[config.mk]
export PLATFORM = sky130hd
export DESIGN_NAME = sliding_median_filter_core_flat
export DESIGN_NICKNAME = d
export VERILOG_FILES = /design/src/smf_pkg.sv /design/src/smf_in_if.sv /design/src/smf_out_if.sv /design/src/smf_cell.sv /design/src/smf_chain.sv /design/src/sliding_median_filter_core.sv /design/src/flat_wrapper.sv
export SDC_FILE = /design/constraint.sdc
export NUM_CORES = 2
export LEC_CHECK = 0
export ABC_AREA = 1
export BUFFER_PORTS_ARGS = -buffer_cell sky130_fd_sc_hd__clkbuf_2
export CORE_MARGIN = 3
export CORE_UTILIZATION = 35
export DETAILED_ROUTE_END_ITERATION = 10
export SLEW_MARGIN = 20
export SYNTH_ARGS = -nofsm -noshare
export SYNTH_HDL_FRONTEND = slang
export SYNTH_SLANG_ARGS = --single-unit
[constraint.sdc]
create_clock -name clk -period 7.3 [get_ports clk]
set_input_delay 1.095 -clock clk [delete_from_list [all_inputs] [get_ports clk]]
set_output_delay 1.095 -clock clk [all_outputs]
set_load 0.02 [all_outputs]
[src/smf_pkg.sv]
package smf_pkg;

  localparam int MAX_WINDOW  = 15;
  localparam int SAMPLE_BITS = 16;
  localparam int CFG_W       = 4;
  localparam int CNTW        = $clog2(MAX_WINDOW + 1);
  localparam int WIDX        = (MAX_WINDOW > 1) ? $clog2(MAX_WINDOW) : 1;
  localparam int CMPW        = (CNTW > CFG_W) ? CNTW : CFG_W;
  localparam int APB_AW      = 2;
  localparam int APB_DW      = 32;

  localparam logic [APB_AW-1:0] ADDR_WINDOW_SIZE = '0;
  localparam logic [CFG_W-1:0]  WINDOW_RESET     = CFG_W'(3);

  typedef logic signed [SAMPLE_BITS-1:0] sample_t;
  typedef logic [CNTW-1:0]               cnt_t;
  typedef logic [WIDX-1:0]               idx_t;
  typedef logic [CFG_W-1:0]              win_cfg_t;

  typedef enum logic [1:0] {
    ST_IDLE,
    ST_RANK,
    ST_EMIT
  } smf_state_t;

  typedef struct packed {
    logic shift;
    logic load;
    logic rotate;
    cnt_t win;
    idx_t half;
  } cell_ctrl_t;

  typedef struct packed {
    sample_t val;
    idx_t    idx;
    logic    ok;
  } probe_t;

endpackage

[src/smf_in_if.sv]
interface smf_in_if;
  import smf_pkg::*;

  logic    valid;
  logic    ready;
  sample_t sample;
  logic    last_sample;

  modport source (output valid, output sample, output last_sample, input ready);
  modport sink (input valid, input sample, input last_sample, output ready);

endinterface

[src/smf_out_if.sv]
interface smf_out_if;
  import smf_pkg::*;

  logic    valid;
  logic    ready;
  sample_t value;
  logic    end_of_sequence;
  logic    window_error;

  modport source (output valid, output value, output end_of_sequence, output window_error,
                  input ready);
  modport sink (input valid, input value, input end_of_sequence, input window_error,
                output ready);

endinterface

[src/smf_cell.sv]
module smf_cell (
  input  logic                clk,
  input  logic                rst_n,
  input  smf_pkg::idx_t       cell_idx,
  input  smf_pkg::cell_ctrl_t ctrl,
  input  smf_pkg::sample_t    shift_in,
  input  smf_pkg::probe_t     probe_in,
  output smf_pkg::sample_t    data,
  output smf_pkg::probe_t     probe_out,
  output logic                is_med
);
  import smf_pkg::*;

  sample_t data_r, data_nxt;
  probe_t  probe_r, probe_nxt;
  idx_t    rank_r, rank_nxt;
  logic    own_ok;
  logic    below;

  assign own_ok = cnt_t'(cell_idx) < ctrl.win;

  // A probe ranks below this cell when smaller, or equal and from a newer position.
  assign below = probe_in.ok &&
                 (($signed(probe_in.val) < $signed(data_r)) ||
                  (($signed(probe_in.val) == $signed(data_r)) && (probe_in.idx < cell_idx)));

  always_comb begin
    data_nxt  = data_r;
    probe_nxt = probe_r;
    rank_nxt  = rank_r;
    if (ctrl.shift) begin
      data_nxt = shift_in;
    end
    if (ctrl.load) begin
      probe_nxt.val = data_r;
      probe_nxt.idx = cell_idx;
      probe_nxt.ok  = own_ok;
      rank_nxt      = '0;
    end else if (ctrl.rotate) begin
      probe_nxt = probe_in;
      if (below) begin
        rank_nxt = rank_r + 1'b1;
      end
    end
  end

  always_ff @(posedge clk) begin
    if (!rst_n) begin
      data_r  <= '0;
      probe_r <= '0;
      rank_r  <= '0;
    end else begin
      data_r  <= data_nxt;
      probe_r <= probe_nxt;
      rank_r  <= rank_nxt;
    end
  end

  assign data      = data_r;
  assign probe_out = probe_r;
  assign is_med    = own_ok && (rank_r == ctrl.half);

endmodule

[src/smf_chain.sv]
module smf_chain (
  input  logic                clk,
  input  logic                rst_n,
  input  smf_pkg::cell_ctrl_t ctrl,
  input  smf_pkg::sample_t    new_sample,
  output smf_pkg::sample_t    taps [smf_pkg::MAX_WINDOW],
  output smf_pkg::sample_t    median
);
  import smf_pkg::*;

  sample_t                data_w  [MAX_WINDOW];
  probe_t                 probe_w [MAX_WINDOW];
  logic [MAX_WINDOW-1:0]  med_hit;

  for (genvar g = 0; g < MAX_WINDOW; g++) begin : g_cell
    sample_t sh_in;
    if (g == 0) begin : g_head
      assign sh_in = new_sample;
    end else begin : g_body
      assign sh_in = data_w[g-1];
    end

    smf_cell u_cell (
      .clk       (clk),
      .rst_n     (rst_n),
      .cell_idx  (idx_t'(g)),
      .ctrl      (ctrl),
      .shift_in  (sh_in),
      .probe_in  (probe_w[(g + MAX_WINDOW - 1) % MAX_WINDOW]),
      .data      (data_w[g]),
      .probe_out (probe_w[g]),
      .is_med    (med_hit[g])
    );

    assign taps[g] = data_w[g];
  end

  always_comb begin
    median = '0;
    for (int i = 0; i < MAX_WINDOW; i++) begin
      if (med_hit[i]) begin
        median = median | data_w[i];
      end
    end
  end

endmodule

[src/sliding_median_filter_core.sv]
// Sliding median filter over a stream of signed 16-bit words. Samples enter a shift line
// of 15 cells; a word that needs a median starts a ranking pass in which every cell's
// sample travels once round the ring of cells, each cell counting the smaller samples of
// the window, so such a word holds the block through acceptance, ranking and its first
// result. A word with a raw sample as result holds it until that result, a word with none
// does not hold it. A sequence's last word flushes up to h+1 results, one per cycle unless
// the output stalls, after a ranking pass where the median is due. Input is refused while
// a word is in work; the output register lets the next word in while a result waits.
module sliding_median_filter_core (
  input  logic                          clk,
  input  logic                          rst_n,
  smf_in_if.sink                        in_ch,
  smf_out_if.source                     out_ch,
  input  logic                          cfg_psel,
  input  logic                          cfg_penable,
  input  logic                          cfg_pwrite,
  input  logic [smf_pkg::APB_AW-1:0]    cfg_paddr,
  input  logic [smf_pkg::APB_DW-1:0]    cfg_pwdata,
  output logic [smf_pkg::APB_DW-1:0]    cfg_prdata,
  output logic                          cfg_pready
);
  import smf_pkg::*;

  smf_state_t state_r, state_nxt;
  win_cfg_t   win_r, win_nxt;
  cnt_t       cnt_r, cnt_nxt;
  cnt_t       c_r, c_nxt;
  logic       last_r, last_nxt;
  idx_t       idx_r, idx_nxt;
  idx_t       rot_r, rot_nxt;
  logic       out_valid_r, out_valid_nxt;
  sample_t    out_value_r, out_value_nxt;
  logic       out_eos_r, out_eos_nxt;
  logic       out_err_r, out_err_nxt;

  cell_ctrl_t ctrl;
  sample_t    taps [MAX_WINDOW];
  sample_t    median;

  logic       accept;
  logic       cfg_write;
  logic [CMPW-1:0] win_ext;
  cnt_t       win_eff;
  cnt_t       half;
  logic       odd;
  cnt_t       c_inc;
  cnt_t       top;
  logic       need_out;
  logic       need_med;
  idx_t       start_idx;
  logic       emit_ok;
  logic       emit_done;
  logic       use_med;
  logic       rot_done;

  assign accept    = in_ch.valid && in_ch.ready;
  assign cfg_write = cfg_psel && cfg_penable && cfg_pwrite && (cfg_paddr == ADDR_WINDOW_SIZE);

  assign win_ext = CMPW'(win_r);
  assign win_eff = CNTW'((win_ext > CMPW'(MAX_WINDOW)) ? CMPW'(MAX_WINDOW) : win_ext);
  assign half    = (win_eff - 1'b1) >> 1;
  assign odd     = win_eff[0];

  assign c_inc     = (cnt_r == CNTW'(MAX_WINDOW)) ? cnt_r : cnt_r + 1'b1;
  assign top       = ((c_inc - 1'b1) < half) ? (c_inc - 1'b1) : half;
  assign need_out  = in_ch.last_sample || (odd && (c_inc > half));
  assign need_med  = odd && (c_inc >= win_eff);
  assign start_idx = !odd ? '0 : (in_ch.last_sample ? idx_t'(top) : idx_t'(half));

  assign emit_ok   = !out_valid_r || out_ch.ready;
  assign emit_done = !last_r || (idx_r == '0);
  assign use_med   = (cnt_t'(idx_r) == half) && (c_r >= win_eff);
  assign rot_done  = (rot_r == idx_t'(MAX_WINDOW - 1));

  always_comb begin
    state_nxt = state_r;
    case (state_r)
      ST_IDLE: begin
        if (accept && need_out) begin
          state_nxt = need_med ? ST_RANK : ST_EMIT;
        end
      end
      ST_RANK: begin
        if (rot_done) begin
          state_nxt = ST_EMIT;
        end
      end
      ST_EMIT: begin
        if (emit_ok && emit_done) begin
          state_nxt = ST_IDLE;
        end
      end
      default: state_nxt = ST_IDLE;
    endcase
  end

  always_comb begin
    win_nxt       = win_r;
    cnt_nxt       = cnt_r;
    c_nxt         = c_r;
    last_nxt      = last_r;
    idx_nxt       = idx_r;
    rot_nxt       = '0;
    out_valid_nxt = out_valid_r;
    out_value_nxt = out_value_r;
    out_eos_nxt   = out_eos_r;
    out_err_nxt   = out_err_r;

    ctrl.shift  = accept;
    ctrl.load   = (state_r == ST_RANK) && (rot_r == '0);
    ctrl.rotate = (state_r == ST_RANK) && (rot_r != '0);
    ctrl.win    = win_eff;
    ctrl.half   = idx_t'(half);

    if (cfg_write) begin
      win_nxt = cfg_pwdata[CFG_W-1:0];
    end

    if (accept) begin
      cnt_nxt  = in_ch.last_sample ? '0 : c_inc;
      c_nxt    = c_inc;
      last_nxt = in_ch.last_sample;
      idx_nxt  = start_idx;
    end

    if ((state_r == ST_RANK) && !rot_done) begin
      rot_nxt = rot_r + 1'b1;
    end

    if (out_ch.ready) begin
      out_valid_nxt = 1'b0;
    end

    if ((state_r == ST_EMIT) && emit_ok) begin
      out_valid_nxt = 1'b1;
      out_err_nxt   = !odd;
      out_eos_nxt   = last_r && (idx_r == '0);
      if (!odd) begin
        out_value_nxt = '0;
      end else if (use_med) begin
        out_value_nxt = median;
      end else begin
        out_value_nxt = taps[idx_r];
      end
      if (!emit_done) begin
        idx_nxt = idx_r - 1'b1;
      end
    end
  end

  always_ff @(posedge clk) begin
    if (!rst_n) begin
      state_r     <= ST_IDLE;
      win_r       <= WINDOW_RESET;
      cnt_r       <= '0;
      c_r         <= '0;
      last_r      <= 1'b0;
      idx_r       <= '0;
      rot_r       <= '0;
      out_valid_r <= 1'b0;
    end else begin
      state_r     <= state_nxt;
      win_r       <= win_nxt;
      cnt_r       <= cnt_nxt;
      c_r         <= c_nxt;
      last_r      <= last_nxt;
      idx_r       <= idx_nxt;
      rot_r       <= rot_nxt;
      out_valid_r <= out_valid_nxt;
    end
  end

  always_ff @(posedge clk) begin
    out_value_r <= out_value_nxt;
    out_eos_r   <= out_eos_nxt;
    out_err_r   <= out_err_nxt;
  end

  smf_chain u_chain (
    .clk        (clk),
    .rst_n      (rst_n),
    .ctrl       (ctrl),
    .new_sample (in_ch.sample),
    .taps       (taps),
    .median     (median)
  );

  assign in_ch.ready            = (state_r == ST_IDLE);
  assign out_ch.valid           = out_valid_r;
  assign out_ch.value           = out_value_r;
  assign out_ch.end_of_sequence = out_eos_r;
  assign out_ch.window_error    = out_err_r;

  assign cfg_prdata = (cfg_paddr == ADDR_WINDOW_SIZE) ? APB_DW'(win_r) : '0;
  assign cfg_pready = 1'b1;

endmodule

[src/flat_wrapper.sv]
// flat-port wrapper written by rule: the top's interface ports become plain ports
module sliding_median_filter_core_flat import smf_pkg::*;
  (clk, rst_n, cfg_psel, cfg_penable, cfg_pwrite, cfg_paddr, cfg_pwdata, cfg_prdata, cfg_pready, in_ch_valid, in_ch_sample, in_ch_last_sample, in_ch_ready, out_ch_valid, out_ch_value, out_ch_end_of_sequence, out_ch_window_error, out_ch_ready);
  smf_in_if in_ch_i ();
  smf_out_if out_ch_i ();
  input  logic clk;
  input  logic rst_n;
  input  logic cfg_psel;
  input  logic cfg_penable;
  input  logic cfg_pwrite;
  input  logic [smf_pkg::APB_AW-1:0] cfg_paddr;
  input  logic [smf_pkg::APB_DW-1:0] cfg_pwdata;
  output logic [smf_pkg::APB_DW-1:0] cfg_prdata;
  output logic cfg_pready;
  input wire logic [$bits(in_ch_i.valid)-1:0] in_ch_valid;
  input wire logic [$bits(in_ch_i.sample)-1:0] in_ch_sample;
  input wire logic [$bits(in_ch_i.last_sample)-1:0] in_ch_last_sample;
  output wire logic [$bits(in_ch_i.ready)-1:0] in_ch_ready;
  output wire logic [$bits(out_ch_i.valid)-1:0] out_ch_valid;
  output wire logic [$bits(out_ch_i.value)-1:0] out_ch_value;
  output wire logic [$bits(out_ch_i.end_of_sequence)-1:0] out_ch_end_of_sequence;
  output wire logic [$bits(out_ch_i.window_error)-1:0] out_ch_window_error;
  input wire logic [$bits(out_ch_i.ready)-1:0] out_ch_ready;
  assign in_ch_i.valid = in_ch_valid;
  assign in_ch_i.sample = in_ch_sample;
  assign in_ch_i.last_sample = in_ch_last_sample;
  assign in_ch_ready = in_ch_i.ready;
  assign out_ch_valid = out_ch_i.valid;
  assign out_ch_value = out_ch_i.value;
  assign out_ch_end_of_sequence = out_ch_i.end_of_sequence;
  assign out_ch_window_error = out_ch_i.window_error;
  assign out_ch_i.ready = out_ch_ready;
  sliding_median_filter_core u_core (.clk(clk), .rst_n(rst_n), .in_ch(in_ch_i), .out_ch(out_ch_i), .cfg_psel(cfg_psel), .cfg_penable(cfg_penable), .cfg_pwrite(cfg_pwrite), .cfg_paddr(cfg_paddr), .cfg_pwdata(cfg_pwdata), .cfg_prdata(cfg_prdata), .cfg_pready(cfg_pready));
endmodule
==> qor.yml <==
status: "completed"
track_usage: 0.2411
routed_wl_mm: 138.8
ant_nets: 0
grt_pass1_vias: 32750
hold_path_class: "flip-flop to flip-flop"
synthToLayoutAreaGrowth_pct: 9.278
irDropWorstVdd_mv: 0.2198
seq_area_frac_synth: 0.3546
relSlewSlack: 0.1481
start_kind: "flip-flop"
cp_common_cell: "nor2_1"
synth_cell_type_count: 45
cts.sink_count: 657
clkPwrFrac: 0.265
fmax_mhz: 233.2
grt_pass1_wl_mm: 207.3
initial_core_util: 0.3547
slew_viol_final: 0
clkTransAtPathRegs_ns: 0.06
max_cap_violations: 0
via_count: 36380
hpwl_mm: 98.08
power.switching_mw: 6.404
crit_buf_inv: 3
r2r_slack_ns: 3.01
antenna_cells: 0
ff2ff_path_depth: 14
cts-root-buf: "clkbuf_16"
postSynthCellCount: 5429
r2r_start: "u_core.win_ext[0]$_SDFFE_PN1P_"
internal-power_mw: 8.016
post_synth.cell_area_avg_sq_um: 6.926
nFillCells: 11110
cts_buffer_depth: 3
p_leak_nw: 18.63
fin_skew_ns: 0.03102
path_delay_family: "simple AND/OR/NAND/NOR gates"
routedWlPerCell_microns: 20.59
portBuffers: 53
drc: 0
die_height_microns: 333.8
postCtsSetupRepairBufs: 0
crit_chain: "buf_4 -> inv_2 -> ha_1 -> inv_2 -> nand2_1 -> nand2_2 -> nor2_1 -> nor3_2 -> nand2_1 -> o21ai_0 -> nor2_1 -> nand2_1 -> nor2_1 -> nor2_1"
finalNetCount: 5631
rsz0062_at_grt: "false"
min_path_cells: 2
antenna_found_initial: 3
gp_congestion: 0.9164
p_sw_frac: 0.4441
hold_viol: 0
worst_pin_slew_ns: 1.274
grt.overflow.total: 0
cp_max_fo: 23
synthesis.area_sq_um: 37600
drive_above_1_share: 0.04805
slowest_stage: "nor3_2"
pin_count: 111
dpl.cell_count: 6610
htree_levels: 3
comb_power_share: 0.387
cts_tree: "built"
powerDensity_nw_per_um2: 350.9
dieWidth_microns: 333.8
core-area_sq_um: 106000
cts_hold_buffers: 0
vias_per_cell: 5.398
min_period_ns: 4.289
cp-end-kind: "flip-flop"
required_ns: 7.81
holdPathEnd: "u_core.u_chain.g_cell[14].u_cell.probe_out[1]$_SDFFE_PP0P_"
fp.dieArea_sq_um: 111400
power_frac_seq: 0.348
clk_latency_ns: 0.64
rows: 119
drt-initial-drc-count: 4141
crit_type: "flip-flop to flip-flop"
yosys_warnings: 0
period_share: 0.5875
hp-start: "u_core.u_chain.g_cell[14].u_cell.probe_out[1]$_SDFFE_PP0P_"
regToRegEndpoint: "u_core.out_ch.value[5]$_SDFFCE_PN0P_"
finalNonFillerCells: 6740
grt_max_degree: 220
ctsResizeCount: 0
ys_seq_elements: 657
hold_slack_ns: 0.4592
setup_viol: 0
p_total_mw: 14.42
dr.pass1.iters: 6
setup-tns-final_ns: 0
max_stage_delay_ns: 0.82
cts_made_buffers: 75
worstPathArrival_ns: 4.79
[worst max-delay path by stage]
stage | from | end | slack (ns) | cells past startpoint
finish | u_core.win_ext[0]$_SDFFE_PN1P_ | u_core.out_ch.value[5]$_SDFFCE_PN0P_ | 3.01 | 14
global route | u_core.win_ext[0]$_SDFFE_PN1P_ | u_core.out_ch.value[5]$_SDFFCE_PN0P_ | 2.85 | 14
CTS | u_core.win_ext[0]$_SDFFE_PN1P_ | u_core.out_ch.value[5]$_SDFFCE_PN0P_ | 3.09 | 14
detailed placement | u_core.win_ext[0]$_SDFFE_PN1P_ | u_core.out_ch.value[5]$_SDFFCE_PN0P_ | 3.08 | 14
global placement | u_core.win_ext[0]$_SDFFE_PN1P_ | u_core.out_ch.value[5]$_SDFFCE_PN0P_ | 3.13 | 14
floorplan | cfg_paddr[1] | cfg_prdata[0] | 4.63 | 3
[routing by layer]
metal / part of all wire / GRT usage
met1: 0.46 / 0.3517
met2: 0.41 / 0.3503
met3: 0.094 / 0.04381
met4: 0.039 / 0.09360
met5: 0.00019 / 0
[power groups by stage]
| stage | clock [mW] | sequential, mW | combinational [mW] |
|---|---|---|---|
| 6_report | 3.83 | 5.02 | 5.58 |
| 5_1_grt | 4.00 | 5.07 | 6.17 |
| 4_1_cts | 3.87 | 4.97 | 5.51 |
| 3_5_place_dp | 0 | 5.04 | 5.49 |
| 3_3_place_gp | 0 | 5.03 | 5.41 |
| 2_1_floorplan | 0 | 4.73 | 3.65 |
[worst reg2reg max path: cells and delay by family, from the launching register on]
| family | cells | cell delay, ns |
|---|---|---|
| flip-flops | 1 | 0.31 |
| adder cells (fa/ha/maj) | 1 | 0.32 |
| AO/OA/AOI/OAI | 1 | 0.52 |
| AND/OR/NAND/NOR | 9 | 2.47 |
| buffers and inverters | 3 | 0.55 |
[registers in the layout, summed over array words and instances (netlist names)]
signal	cells
u_core.c_r	4
u_core.cnt_r	4
u_core.idx_r	4
u_core.last_r	1
u_core.out_ch.end_of_sequence	1
u_core.out_ch.valid	1
u_core.out_ch.value	16
u_core.out_ch.window_error	1
u_core.rot_r	4
u_core.state_r	2
u_core.u_chain.g_cell.u_cell.data	240
u_core.u_chain.g_cell.u_cell.probe_out	315
u_core.u_chain.g_cell.u_cell.rank_r	60
u_core.win_ext	4
[kinds of logic (layout without fill, tap and decap cells)]
family	Yosys count	after routing	synth area share
simple gates	1581	1581	0.1742
buf+inv	1271	1164	0.1327
flops	657	657	0.3546
xor+xnor	54	54	0.01438
other cells	2	29	0.0001997
compound gates	1587	1587	0.2317
fa+ha+maj	277	277	0.09218
[through the flow]
stage	setup WS [ns]	instance area [sq um]	util
floorplan	4.631	37700	-
global placement	3.129	38650	0.3645
detailed placement	3.083	38650	0.3645
CTS	3.088	41090	0.3876
global route	2.850	41090	0.3876
finish	3.012	41090	0.3876
[cells in the mapped netlist, drive strengths merged]
cell type	number	share of area
nor4	10	0.0017
nor3	19	0.0032
clkinv	6	0.00060
conb	2	0.00020
a21oi	561	0.075
o31ai	4	0.00080
and3	1	0.00017
nand2	800	0.081
a21o	1	0.00020
o221ai	83	0.019
nand3	281	0.037
a221oi	13	0.0030
o21bai	4	0.00080
o211ai	9	0.0018
o21a	13	0.0026
ha	277	0.092
buf	95	0.015
edfxtp	18	0.014
clkbuf	230	0.023
nor2	436	0.045
nand4	32	0.0053
o311ai	16	0.0037
nor3b	1	0.00020
a211oi	2	0.00040
o21ai	667	0.089
dfxtp	639	0.34
inv	940	0.094
xor2	51	0.014
o22ai	201	0.033
nand3b	1	0.00020
xnor2	3	0.00070
a31oi	13	0.0022
[layout make-up]
class / count / area, sq um / share of cell area
multi-input combinational: 3528 / 19420 / 0.4727
tap: 1391 / 1740 / 0.04236
sequential: 657 / 13340 / 0.3247
timing repair buffer: 88 / 575.6 / 0.01401
clock inverter: 13 / 111.4 / 0.002710
inverter: 946 / 3567 / 0.08682
clock buffer: 117 / 2331 / 0.05673
[placed cells by master, fill, tap and decap left out, types with 10 or more instances in the layout]
master	count
a221oi_1	13
ha_1	277
nand2_2	13
clkbuf_1	18
o22ai_1	201
xor2_1	42
a31oi_1	13
o21ai_1	53
inv_1	930
a21oi_1	561
o21ai_0	614
nand3_1	281
nand4_1	32
clkbuf_16	80
o311ai_0	16
nor4_1	10
nor2_1	422
nand2_1	784
buf_4	32
o21a_1	13
edfxtp_1	18
nor3_1	15
clkbuf_2	52
conb_1	29
o221ai_1	83
clkbuf_8	19
dfxtp_1	637
(Power assumes the default switching activity.)
